--- config.mk ---
export PLATFORM = sky130hd
export DESIGN_NAME = free_text_base42_unpack
export DESIGN_NICKNAME = d
export VERILOG_FILES = /design/src/ftb42_pkg.sv /design/src/free_text_base42_unpack.sv /design/src/ftb42_dp.sv /design/src/ftb42_ctrl.sv
export SDC_FILE = /design/constraint.sdc
export NUM_CORES = 1
export LEC_CHECK = 0
export BUFFER_PORTS_ARGS = -buffer_cell sky130_fd_sc_hd__buf_2
export CAP_MARGIN = 15
export CORE_MARGIN = 1
export CORE_UTILIZATION = 30
export CTS_CLUSTER_DIAMETER = 30
export DETAILED_ROUTE_END_ITERATION = 7
export PLACE_DENSITY = 0.58
export SLEW_MARGIN = 20
export SYNTH_ARGS = -nofsm -noshare
export SYNTH_HDL_FRONTEND = slang
export SYNTH_SLANG_ARGS = --single-unit
--- constraint.sdc ---
create_clock -name i_clk -period 17.17 [get_ports i_clk]
set_input_delay 3.434 -clock i_clk [delete_from_list [all_inputs] [get_ports i_clk]]
set_output_delay 3.434 -clock i_clk [all_outputs]
set_load 0.01 [all_outputs]
--- src/ftb42_pkg.sv ---
// ----------------------------------------------------------------------------
// ftb42_pkg: shared types and constants for the free-text base-42 unpacker
// Payload structs, controller/datapath command and status, and division sizes.
// ----------------------------------------------------------------------------
package ftb42_pkg;

    localparam int RADIX   = 42;
    localparam int VALUE_W = 72;                 // 71-bit text value plus one pad bit
    localparam int CHUNK_W = 8;                  // quotient bits produced per cycle
    localparam int CHUNKS  = VALUE_W / CHUNK_W;
    localparam int STEP_W  = $clog2(CHUNKS);
    localparam int REM_W   = 6;
    localparam int POS_W   = 4;

    typedef struct packed {
        logic [6:0]  value_high;
        logic [63:0] value_low;
    } t_in;

    typedef struct packed {
        logic [POS_W-1:0] char_position;
        logic [REM_W-1:0] symbol_index;
        logic             last_symbol;
    } t_out;

    typedef struct packed {
        logic             load;
        logic             step;
        logic             emit;
        logic [POS_W-1:0] position;
        logic             last;
    } t_cmd;

    typedef struct packed {
        logic out_free;
    } t_sts;

endpackage

--- src/free_text_base42_unpack.sv ---
// ----------------------------------------------------------------------------
// free_text_base42_unpack: free-text base-42 symbol unpacker
// Splits a 71-bit packed text value into character symbol indices, 0 to 41.
// ----------------------------------------------------------------------------
// Usage:
//   The input channel takes one beat per message: the top 7 and low 64 bits
//   of the packed text value. The output channel gives TEXT_CHARS beats per
//   message, position TEXT_CHARS-1 first and position 0 last, flagged by
//   last_symbol. Each beat carries the remainder of one division by 42.
//   Each symbol costs one pass of the shared divide-by-42 unit over the value
//   in 8-bit chunks, then its remainder is loaded into the output register.
//   The input is stalled while a message is in work and opens again once
//   the final beat sits in the output register.
//   Reset clears the controller and drops any pending output beat. A
//   receiver stall holds the current beat; division of the next symbol
//   finishes and then waits until the output register frees up.
// ----------------------------------------------------------------------------
module free_text_base42_unpack #(
    parameter int TEXT_CHARS = 13
) (
    input  logic             i_clk,
    input  logic             i_rst_n,
    input  logic             i_in_valid,
    output logic             o_in_stall,
    input  ftb42_pkg::t_in   i_in,
    output logic             o_out_valid,
    input  logic             i_out_stall,
    output ftb42_pkg::t_out  o_out
);

    ftb42_pkg::t_cmd cmd;
    ftb42_pkg::t_sts sts;

    ftb42_ctrl #(
        .TEXT_CHARS (TEXT_CHARS)
    ) u_ctrl (
        .i_clk      (i_clk),
        .i_rst_n    (i_rst_n),
        .i_in_valid (i_in_valid),
        .o_in_stall (o_in_stall),
        .i_sts      (sts),
        .o_cmd      (cmd)
    );

    ftb42_dp u_dp (
        .i_clk       (i_clk),
        .i_rst_n     (i_rst_n),
        .i_in        (i_in),
        .i_cmd       (cmd),
        .o_sts       (sts),
        .o_out_valid (o_out_valid),
        .i_out_stall (i_out_stall),
        .o_out       (o_out)
    );

endmodule

--- src/ftb42_dp.sv ---
// ----------------------------------------------------------------------------
// ftb42_dp: division datapath
// Holds the value being reduced, the running remainder and the output beat.
// ----------------------------------------------------------------------------
module ftb42_dp (
    input  logic             i_clk,
    input  logic             i_rst_n,
    input  ftb42_pkg::t_in   i_in,
    input  ftb42_pkg::t_cmd  i_cmd,
    output ftb42_pkg::t_sts  o_sts,
    output logic             o_out_valid,
    input  logic             i_out_stall,
    output ftb42_pkg::t_out  o_out
);

    logic [ftb42_pkg::VALUE_W-1:0] r_val;
    logic [ftb42_pkg::REM_W-1:0]   r_rem;
    logic                          r_out_valid;
    ftb42_pkg::t_out               r_out;

    logic [ftb42_pkg::CHUNK_W-1:0] n_quot;
    logic [ftb42_pkg::REM_W-1:0]   n_rem;

    // Restoring division of (remainder, next chunk) by the radix, one quotient bit per loop iteration.
    always_comb begin
        logic [ftb42_pkg::REM_W:0]     t;
        logic [ftb42_pkg::REM_W-1:0]   r;
        logic [ftb42_pkg::CHUNK_W-1:0] chunk;
        r     = r_rem;
        t     = '0;
        chunk = r_val[ftb42_pkg::VALUE_W-1 -: ftb42_pkg::CHUNK_W];
        for (int i = ftb42_pkg::CHUNK_W - 1; i >= 0; i--) begin
            t = {r, chunk[i]};
            if (t >= (ftb42_pkg::REM_W + 1)'(ftb42_pkg::RADIX)) begin
                n_quot[i] = 1'b1;
                r         = ftb42_pkg::REM_W'(t - (ftb42_pkg::REM_W + 1)'(ftb42_pkg::RADIX));
            end else begin
                n_quot[i] = 1'b0;
                r         = t[ftb42_pkg::REM_W-1:0];
            end
        end
        n_rem = r;
    end

    // The value rotates through by chunks; after a full pass it holds the quotient.
    always_ff @(posedge i_clk) begin
        if (!i_rst_n) begin
            r_rem <= '0;
        end else if (i_cmd.load) begin
            r_val <= {1'b0, i_in.value_high, i_in.value_low};
            r_rem <= '0;
        end else if (i_cmd.step) begin
            r_val <= {r_val[ftb42_pkg::VALUE_W-ftb42_pkg::CHUNK_W-1:0], n_quot};
            r_rem <= n_rem;
        end else if (i_cmd.emit) begin
            r_rem <= '0;
        end
    end

    always_ff @(posedge i_clk) begin
        if (!i_rst_n) begin
            r_out_valid <= 1'b0;
        end else if (i_cmd.emit) begin
            r_out_valid         <= 1'b1;
            r_out.char_position <= i_cmd.position;
            r_out.symbol_index  <= r_rem;
            r_out.last_symbol   <= i_cmd.last;
        end else if (!i_out_stall) begin
            r_out_valid <= 1'b0;
        end
    end

    assign o_sts.out_free = !r_out_valid || !i_out_stall;
    assign o_out_valid    = r_out_valid;
    assign o_out          = r_out;

`ifndef SYNTHESIS
    a_rem_range: assert property (@(posedge i_clk) disable iff (!i_rst_n)
        r_rem < ftb42_pkg::REM_W'(ftb42_pkg::RADIX))
        else $error("remainder out of range");

    a_sym_range: assert property (@(posedge i_clk) disable iff (!i_rst_n)
        r_out_valid |-> r_out.symbol_index < ftb42_pkg::REM_W'(ftb42_pkg::RADIX))
        else $error("symbol index out of range");

    a_last_pos: assert property (@(posedge i_clk) disable iff (!i_rst_n)
        r_out_valid |-> (r_out.last_symbol == (r_out.char_position == '0)))
        else $error("last flag does not match position zero");

    a_emit_free: assert property (@(posedge i_clk) disable iff (!i_rst_n)
        i_cmd.emit |-> o_sts.out_free)
        else $error("beat emitted over an unaccepted beat");
`endif

endmodule

--- src/ftb42_ctrl.sv ---
// ----------------------------------------------------------------------------
// ftb42_ctrl: sequencing controller
// Steps chunk divisions per symbol and counts character positions down.
// ----------------------------------------------------------------------------
module ftb42_ctrl #(
    parameter int TEXT_CHARS = 13
) (
    input  logic             i_clk,
    input  logic             i_rst_n,
    input  logic             i_in_valid,
    output logic             o_in_stall,
    input  ftb42_pkg::t_sts  i_sts,
    output ftb42_pkg::t_cmd  o_cmd
);

    typedef enum logic [1:0] {
        ST_IDLE,
        ST_DIV,
        ST_EMIT
    } t_state;

    t_state                          r_state;
    logic [ftb42_pkg::STEP_W-1:0]    r_step;
    logic [ftb42_pkg::POS_W-1:0]     r_pos;

    always_comb begin
        o_cmd.load     = (r_state == ST_IDLE) && i_in_valid;
        o_cmd.step     = (r_state == ST_DIV);
        o_cmd.emit     = (r_state == ST_EMIT) && i_sts.out_free;
        o_cmd.position = r_pos;
        o_cmd.last     = (r_pos == '0);
    end

    assign o_in_stall = (r_state != ST_IDLE);

    always_ff @(posedge i_clk) begin
        if (!i_rst_n) begin
            r_state <= ST_IDLE;
            r_step  <= '0;
            r_pos   <= '0;
        end else begin
            case (r_state)
                ST_IDLE: begin
                    if (i_in_valid) begin
                        r_state <= ST_DIV;
                        r_step  <= '0;
                        r_pos   <= ftb42_pkg::POS_W'(TEXT_CHARS - 1);
                    end
                end
                ST_DIV: begin
                    if (r_step == ftb42_pkg::STEP_W'(ftb42_pkg::CHUNKS - 1)) begin
                        r_state <= ST_EMIT;
                    end else begin
                        r_step <= r_step + 1'b1;
                    end
                end
                ST_EMIT: begin
                    if (i_sts.out_free) begin
                        if (r_pos == '0) begin
                            r_state <= ST_IDLE;
                        end else begin
                            r_state <= ST_DIV;
                            r_step  <= '0;
                            r_pos   <= r_pos - 1'b1;
                        end
                    end
                end
                default: begin
                    r_state <= ST_IDLE;
                end
            endcase
        end
    end

`ifndef SYNTHESIS
    a_step_range: assert property (@(posedge i_clk) disable iff (!i_rst_n)
        r_step <= ftb42_pkg::STEP_W'(ftb42_pkg::CHUNKS - 1))
        else $error("chunk counter overran");

    a_pos_range: assert property (@(posedge i_clk) disable iff (!i_rst_n)
        r_state != ST_IDLE |-> r_pos <= ftb42_pkg::POS_W'(TEXT_CHARS - 1))
        else $error("position counter out of range");

    a_div_to_emit: assert property (@(posedge i_clk) disable iff (!i_rst_n)
        (r_state == ST_DIV && r_step == ftb42_pkg::STEP_W'(ftb42_pkg::CHUNKS - 1))
        |=> r_state == ST_EMIT)
        else $error("symbol not emitted after a full division pass");
`endif

endmodule
==> impl_metrics.ini, run 1 <==
[routing]
drc_errors = 2
num_vias = 5090
vias_per_cell = 4.93
drt-total-wl_um = 14900
postRouteAntennaNets = 0
drt_pre_antenna_iters = 7
routedWlPerCell_um = 14.4
drt-initial-drc-count = 422

[setup_path]
crit_fanout = 11
start_kind = flop
reg2reg_from = u_dp.r_rem[0]
rr_endpoint = u_dp.r_rem[2]
critPathRequiredTime_ps = 17470
max_stage_delay_ps = 560
cpMaxStageDelayCell = a31oi_2
reg2regPathDepth = 43
crit_type = flop to flop
r2r_setup_slack_ps = 6080
critPathCaptureType = flop
crit_top_cell = ha_1
critPathArrivalTime_ps = 11390

[global_route]
grt_antenna_before_repair = 1
grt_max_degree = 80
gr-total-overflow = 0
grt_pass1_vias = 4813
grt_pass1_wl_um = 24500
grtUsageTotal = 0.144

[clock_tree]
cts_root_buf = clkbuf_16
cts.reportedPaths.clkPinSlew_ps = 80
cts_resized = 0
clockBufferDepth = 2
cts_made_buffers = 9
clock_latency_ps = 360
postCtsSetupRepairBufs = 0
hold_buffers = 0
cts_tree = built
cts_sinks = 100
htree_levels = 3

[layout]
nNetsFinal = 841
layout-drive-gt1-share = 0.187
stdcell_area_um2 = 7140
fillers = 2093
syn2layout_area_growth_pct = 16.2

[floorplanning]
die_w_um = 145
start_util = 0.305
io-pin-count = 88
die_y_um = 145
row_count = 52
core_area_um2 = 20200
die_area_um2 = 21100

[synth]
syn_avg_cell_area_um2 = 8.98
syn_nets = 770
synth_top_flop_cell = edfxtp_1
syn_inst = 685
syn_area_um2 = 6150
synth-seq-cells = 100
async_flop_share = 0
synth_edf_count = 83
ys_seq_area_frac = 0.461
synth.distinct_cells = 84
synth_warnings = 0

[status]
violations = design-rule violations
outcome = finished with violations

[worst_hold_path]
worst_hold_path.endpoint = u_dp.o_out[7]
hold_path.startpoint = u_ctrl.r_pos[0]
hold_class = flop to flop
min_path_cells = 0

[sta]
tns_ps = 0
rsz0062_at_grt = false
clock.fmax_mhz = 90.2
clock_skew_ps = 15.6
relSlewSlack = 0.348
min_period_ps = 11090
tightestPinTransition_ps = 965
setup_violations = 0
fin_crit_sh = 0.646
final_hold_viol_count = 0
maxSlewViolCount = 0

[placed_design]
dpl.hpwl_um = 10800
place_congestion = 0.851
placed_area_um2 = 6810
io_buffers = 87

[flow_run]
drv_cap = 0
-- cell families after synthesis --
| group | share of synthesized area |
|---|---|
| flops | 0.461 |
| fa+ha+maj | 0.0220 |
| compound gates | 0.175 |
| buf+inv | 0.0372 |
| xor+xnor | 0.0212 |
| mux | 0.0293 |
| simple gates | 0.255 |
-- synthesized netlist by cell type (all sizes together), types with 9 or more instances --
| library cell | count | share of area |
|---|---|---|
| o21ai | 23 | 0.019 |
| buf | 9 | 0.010 |
| nand2 | 223 | 0.14 |
| nor3 | 12 | 0.0098 |
| clkbuf | 21 | 0.013 |
| mux2i | 9 | 0.015 |
| xnor2 | 10 | 0.015 |
| inv | 21 | 0.013 |
| a21boi | 9 | 0.011 |
| nand3 | 17 | 0.017 |
| dfxtp | 17 | 0.055 |
| ha | 10 | 0.020 |
| a21oi | 22 | 0.018 |
| nor2 | 40 | 0.024 |
| edfxtp | 83 | 0.41 |
-- per-layer routing --
metal / GRT usage / wire length [um] / vias up
met5: 0 / 0 / -
met4: 0.0353 / 170 / 0
met3: 0.0355 / 968 / 12
met2: 0.225 / 6800 / 149
met1: 0.197 / 6970 / 2315
li1: - / - / 2614
-- flip-flops by register name, summed over array words and instances, names as in the netlist --
signal / flops
u_ctrl.r_pos: 4
u_ctrl.r_step: 4
u_ctrl.r_state: 2
u_dp.r_val: 72
u_dp.o_out: 11
u_dp.o_out_valid: 1
u_dp.r_rem: 6
-- placed cells by master, fill, tap and decap left out, types with 12 or more instances in the layout --
cell type  count
nand3_1       14
edfxtp_1      83
nor3_1        12
a21oi_1       22
o21ai_0       17
nand2_1      222
dfxtp_1       17
inv_1         21
nor2_1        40
buf_2         87
-- through the flow --
step | setup WS, ps | utilization | instances | hold slack (ps)
5_1_grt | 5180 | 0.354 | 1031 | 499
3_3_place_gp | 6580 | 0.338 | 1015 | 460
3_5_place_dp | 6220 | 0.338 | 1015 | 458
2_1_floorplan | 7410 | - | 685 | 406
6_report | 6080 | 0.354 | 1032 | 465
4_1_cts | 6170 | 0.354 | 1031 | 469
-- worst max-delay path by stage --
stage	start	endpoint	slack, ps
floorplan	u_dp.r_rem[0]	u_dp.r_rem[3]	7410
global placement	u_dp.r_rem[0]	u_dp.r_rem[3]	6580
detailed placement	u_dp.r_rem[0]	u_dp.r_rem[2]	6220
CTS	u_dp.r_rem[0]	u_dp.r_rem[2]	6170
global route	u_dp.r_rem[0]	u_dp.r_rem[3]	5180
finish	u_dp.r_rem[0]	u_dp.r_rem[2]	6080
-- cell type report --
cell class	count	area, um2	area share
Antenna cell	1	2.50	0.000350
Clock buffer	9	225	0.0315
Clock inverter	7	103	0.0144
Inverter	23	86.3	0.0121
Multi-Input combinational cell	532	3100	0.434
Sequential cell	100	2830	0.396
Tap cell	270	338	0.0473
Timing Repair Buffer	90	458	0.0641
-- critical path, delay by kind of cell (launching register included) --
kind | cells | cell delay (ps)
multiplexers | 3 | 770
XOR/XNOR | 6 | 1340
AND/OR/NAND/NOR | 9 | 2570
adder cells (fa/ha/maj) | 7 | 1880
flip-flops | 1 | 510
AO/OA/AOI/OAI | 14 | 3450
buffers and inverters | 4 | 520
Power of run 1 is not shown: default switching activity piles up to over one toggle a cycle in this logic, so the estimate is an artifact.
==> run 2, diff against run 1 <==
--- a/config.mk
+++ b/config.mk
@@ -5,13 +5,14 @@
 export SDC_FILE = /design/constraint.sdc
 export NUM_CORES = 1
 export LEC_CHECK = 0
+export ABC_AREA = 1
 export BUFFER_PORTS_ARGS = -buffer_cell sky130_fd_sc_hd__buf_2
 export CAP_MARGIN = 15
 export CORE_MARGIN = 1
 export CORE_UTILIZATION = 30
 export CTS_CLUSTER_DIAMETER = 30
 export DETAILED_ROUTE_END_ITERATION = 7
-export PLACE_DENSITY = 0.58
+export PLACE_DENSITY = 0.6
 export SLEW_MARGIN = 20
 export SYNTH_ARGS = -nofsm -noshare
 export SYNTH_HDL_FRONTEND = slang
==> constraint.sdc (replaced) <==
create_clock -name i_clk -period 9 [get_ports i_clk]
set_input_delay 1.8 -clock i_clk [delete_from_list [all_inputs] [get_ports i_clk]]
set_output_delay 1.8 -clock i_clk [all_outputs]
set_load 0.01 [all_outputs]
==> run 2 against run 1 <==
Net effect: global-route usage shrank 0.62 points; register-to-register slack lost 4100 ps; the flow now finishes without violations; synthesized cell count grew 8.6%; clock skew shrank 6.6 ps; via count shrank 5.0%; non-clock buffer count grew 1; cell count grew 6.7%.
==> impl_metrics.ini, run 2 <==
[routing]
postRouteAntennaNets = 0
vias_per_cell = 4.39
drt-initial-drc-count = 270
drt_pre_antenna_iters = 4
drt-total-wl_um = 13300
drc_errors = 0
routedWlPerCell_um = 12.0
num_vias = 4835

[synth]
synth_warnings = 0
synth_common_cells = nand2_1, edfxtp_1, inv_1
ys_seq_area_frac = 0.479
synth_top_area_frac = 0.421
synth_top_flop_cell = edfxtp_1
synthTopCellsByArea = edfxtp_1, nand2_1, dfxtp_1
async_flop_share = 0
synth_area_leader_cell = edfxtp_1
syn_avg_cell_area_um2 = 7.96
syn_inst = 744
synth_edf_count = 83
synth.distinct_cells = 38
syn_area_um2 = 5920
syn_nets = 829
synth-seq-cells = 100
synth.most_common_cell = nand2_1

[clock_tree]
clock_latency_ps = 340
hold_buffers = 0
cts_sinks = 100
htree_levels = 3
cts_tree = built
cts_made_buffers = 9
cts_root_buf = clkbuf_16
cts_resized = 0
postCtsSetupRepairBufs = 0
cts.reportedPaths.clkPinSlew_ps = 80
clockBufferDepth = 2

[sta]
tightestPinTransition_ps = 933
tns_ps = 0
relSlewSlack = 0.378
min_period_ps = 6990
clock.fmax_mhz = 143
rsz0062_at_grt = false
setup_violations = 0
clock_skew_ps = 8.97
final_hold_viol_count = 0
fin_crit_sh = 0.777
maxSlewViolCount = 0

[setup_path]
rr_endpoint = u_dp.r_val[0]
crit_top_cell = nand2_1
critPathCaptureType = flop
reg2regPathDepth = 64
start_kind = flop
max_stage_delay_ps = 390
crit_type = flop to flop
r2r_setup_slack_ps = 2010
cpMaxStageDelayCell = dfxtp_1
crit_end = u_dp.r_val[0]
critPathRequiredTime_ps = 9100
cp-startpoint = u_dp.r_rem[0]
crit_fanout = 8
critPathArrivalTime_ps = 7100
reg2reg_from = u_dp.r_rem[0]

[layout]
layout_common_cells = nand2_1, buf_2, edfxtp_1
layout_commonest_cell = nand2_1
layout-drive-gt1-share = 0.213
top_register = u_dp.r_val
largest_reg_flops = 72
nNetsFinal = 916
syn2layout_area_growth_pct = 17.7
fillers = 2062
antenna_cells = 0

[worst_hold_path]
hold_path.startpoint = u_ctrl.r_pos[0]
hold_class = flop to flop

[status]
outcome = complete, no violations

[floorplanning]
start_util = 0.305
die_area_um2 = 20300
row_count = 51
io-pin-count = 88
core_area_um2 = 19400
die_w_um = 142
die_y_um = 142

[placed_design]
io_buffers = 87
dpl.hpwl_um = 9830
place_congestion = 0.873

[global_route]
grt_antenna_before_repair = 0
grt_pass1_wl_um = 21900
gr-total-overflow = 0
grt_max_degree = 76
grtUsageTotal = 0.137
grt_pass1_vias = 4570

[flow_run]
drv_cap = 0
run 2: cell types whose count changed after synthesis, sizes merged, moves of 9 or more:
| cell | delta |
|---|---|
| nand2 | +145 |
| inv | +55 |
| nand3 | +43 |
| o21ai | -11 |
| xnor2 | -10 |
| a21boi | -9 |
| mux2i | -9 |
run 2: critical path: cells and delay by family, from the launching register on:
| kind | cells | cell delay (ps) |
|---|---|---|
| adders and majority gates | 7 | 1400 |
| DFF | 1 | 390 |
| and+or+nand+nor | 44 | 3910 |
| AOI/OAI and AO/OA | 1 | 250 |
| buffers and inverters | 12 | 750 |
run 2: per-layer routing:
metal / track usage / share of wire / vias to the layer above
li1: - / - / 2579
met1: 0.186 / 0.48 / 2159
met2: 0.222 / 0.47 / 84
met3: 0.0252 / 0.035 / 13
met4: 0.0407 / 0.014 / 0
met5: 0 / 0 / -
run 2: final cells by class:
cell class | count | area (um2) | area share
clock inverters | 7 | 70.1 | 0.0101
repair buffers | 91 | 465 | 0.0668
clock buffers | 9 | 225 | 0.0323
well taps | 265 | 332 | 0.0476
inverters | 78 | 297 | 0.0426
flip-flops and latches | 100 | 2830 | 0.407
multi-input cells | 551 | 2750 | 0.394
run 2: how the worst min path moves through the flow:
stage,to,slack [ps],cells past startpoint
after floorplan,u_dp.o_out[7],410,0
after global placement,u_dp.o_out[7],420,0
after detailed placement,u_dp.o_out[7],440,0
after CTS,u_dp.o_out[7],460,0
after global routing,u_dp.o_out[7],490,0
final,u_dp.o_out[7],460,0
run 2: per-stage QoR:
| stage | instance area, um2 | util | instances | hold WS (ps) | setup WS (ps) |
|---|---|---|---|---|---|
| 2_1_floorplan | 5920 | - | 744 | 408 | 2510 |
| 3_3_place_gp | 6670 | 0.344 | 1085 | 423 | 2260 |
| 3_5_place_dp | 6670 | 0.344 | 1085 | 436 | 2050 |
| 4_1_cts | 6970 | 0.359 | 1101 | 455 | 2010 |
| 5_1_grt | 6970 | 0.359 | 1101 | 488 | 1120 |
| 6_report | 6970 | 0.359 | 1101 | 463 | 2010 |
run 2: cell families (layout without fill, tap and decap cells):
group,Yosys count,after routing,share of synthesized area
flip-flops,100,100,0.479
buffers and inverters,93,185,0.0609
XOR/XNOR,7,7,0.0104
adder cells (fa/ha/maj),10,10,0.0211
AND/OR/NAND/NOR,489,489,0.375
AO/OA/AOI/OAI,45,45,0.0539
Power of run 2 is left out for the same reason.
==> run 3, diff against run 2 <==
--- a/config.mk
+++ b/config.mk
@@ -12,7 +12,7 @@
 export CORE_UTILIZATION = 30
 export CTS_CLUSTER_DIAMETER = 30
 export DETAILED_ROUTE_END_ITERATION = 7
-export PLACE_DENSITY = 0.6
+export PLACE_DENSITY = 0.58
 export SLEW_MARGIN = 20
 export SYNTH_ARGS = -nofsm -noshare
 export SYNTH_HDL_FRONTEND = slang
==> constraint.sdc (replaced) <==
create_clock -name i_clk -period 7.11 [get_ports i_clk]
set_input_delay 1.422 -clock i_clk [delete_from_list [all_inputs] [get_ports i_clk]]
set_output_delay 1.422 -clock i_clk [all_outputs]
set_load 0.01 [all_outputs]
==> run 3 against run 2 <==
Net effect: cell count rose by 1.3%; cell area rose by 3.6%; critical path type unchanged; highest routed layer unchanged; hold slack lost 27 ps; setup slack lost 1500 ps; register-to-register slack worse by 1500 ps; global-route usage rose by 0.43 points; critical path depth unchanged; sequential share of layout area decreased by 1.3 points; fmax rose by 6.5%; critical endpoint is now u_dp.r_rem[1]; first-iteration DRC count up 2.6%; clock skew grew 3.0 ps; clock-buffer cell count is 1 higher.
==> impl_metrics.ini, run 3 (synthesis gave the netlist of run 2 again) <==
[floorplanning]
core_area_um2 = 19400
io-pin-count = 88
die_y_um = 142
start_util = 0.305
die_area_um2 = 20300
die_w_um = 142
row_count = 51

[layout]
regArea_um2 = 2840
multi_input_area_um2 = 2870
nNetsFinal = 930
fillers = 2040
layout_common_cells = nand2_1, buf_2, edfxtp_1
syn2layout_area_growth_pct = 22.0
layout_commonest_cell = nand2_1
top_register = u_dp.r_val
final_core_util = 0.372
antenna_cells = 0
layout-drive-gt1-share = 0.262
largest_reg_flops = 72

[clock_tree]
cts_root_buf = clkbuf_16
cts.reportedPaths.clkPinSlew_ps = 80
hold_buffers = 0
cts_made_buffers = 9
clockBufferDepth = 2
cts_sinks = 100
htree_levels = 3
clock_latency_ps = 350
cts_tree = built

[worst_hold_path]
hold_class = flop to flop
min_path_cells = 0

[setup_path]
cpMaxStageDelayCell = dfxtp_4
max_stage_delay_ps = 360
crit_top_cell = nand2_2
reg2regPathDepth = 64
critPathArrivalTime_ps = 6830
crit_fanout = 8
critPathCaptureType = flop
r2r_setup_slack_ps = 540
crit_type = flop to flop
start_kind = flop
critPathRequiredTime_ps = 7380

[placed_design]
io_buffers = 87
post-place-ws_ps = 92.4
dpl.hpwl_um = 10000
place_congestion = 0.851

[sta]
relSlewSlack = 0.427
setup_ws_ps = 545
clock_skew_ps = 12.0
fin_crit_sh = 0.923
tightestPinTransition_ps = 855
maxSlewViolCount = 0
clock.fmax_mhz = 152
setup_violations = 0
min_period_ps = 6570
final_hold_viol_count = 0

[global_route]
grt_pass1_wl_um = 22300
met3_usage = 0.0313
top_usage_layer = met2
met1_usage = 0.189
gr-total-overflow = 0
grt_pass1_vias = 4577
grt_use_met2 = 0.228
grtUsageTotal = 0.142
grt_antenna_before_repair = 0
grt_max_degree = 76

[flow_run]
drv_cap = 0

[status]
outcome = complete, no violations

[routing]
drt_pre_antenna_iters = 5
routedWlPerCell_um = 12.5
drc_errors = 0
num_vias = 4958
drt-initial-drc-count = 277
drt-total-wl_um = 13900
postRouteAntennaNets = 0
vias_per_cell = 4.45
==> run 3: cell types whose count changed in the layout (fill, tap and decap cells not counted), moves of 4 or more <==
cell / change
inv_2: +4
ha_1: -5
buf_4: +13
nand3_1: -5
nand2_1: -11
nand3_2: +4
ha_2: +4
nand2_2: +8
inv_1: -4
==> run 3: critical path, delay by kind of cell (launching register included) <==
kind                     cells  cell delay (ps)
AND/OR/NAND/NOR             43             3750
adder cells (fa/ha/maj)      7             1230
buffers and inverters       12              720
AO/OA/AOI/OAI                2              410
flip-flops                   1              360
==> run 3: final timing paths <==
check	from	end
setup / recovery	u_dp.r_rem[0]	u_dp.r_rem[1]
setup reg to reg	u_dp.r_rem[0]	u_dp.r_rem[1]
hold / removal	u_ctrl.r_pos[0]	u_dp.o_out[7]
hold reg to reg	u_ctrl.r_pos[0]	u_dp.o_out[7]
==> run 3: metrics by stage <==
stage,hold slack (ps),TNS [ps],cells,area [um2]
floorplan,408,0,744,5920
global placement,422,0,1085,6680
detailed placement,418,0,1085,6680
CTS,436,0,1101,6970
global route,471,-28.7,1115,7220
finish,435,0,1115,7220
==> run 3: final cells by class <==
cell class              count  area share
multi-input cells         551       0.397
flip-flops and latches    100       0.393
repair buffers            105      0.0818
well taps                 265      0.0459
inverters                  78      0.0411
clock buffers              10      0.0347
clock inverters             6     0.00624
==> run 3: timing repair <==
| item | in CTS | in global routing |
|---|---|---|
| resized for setup | 0 | 38 |
| buffers inserted | 0 | 13 |
| setup endpoints to repair | 0 | 6 |
==> run 3: per-layer routing <==
metal,wire (um),up-vias
met3,674,16
met1,6490,2209
li1,-,2602
met5,0,-
met2,6520,131
met4,218,0
Power of run 3 is left out for the same reason.
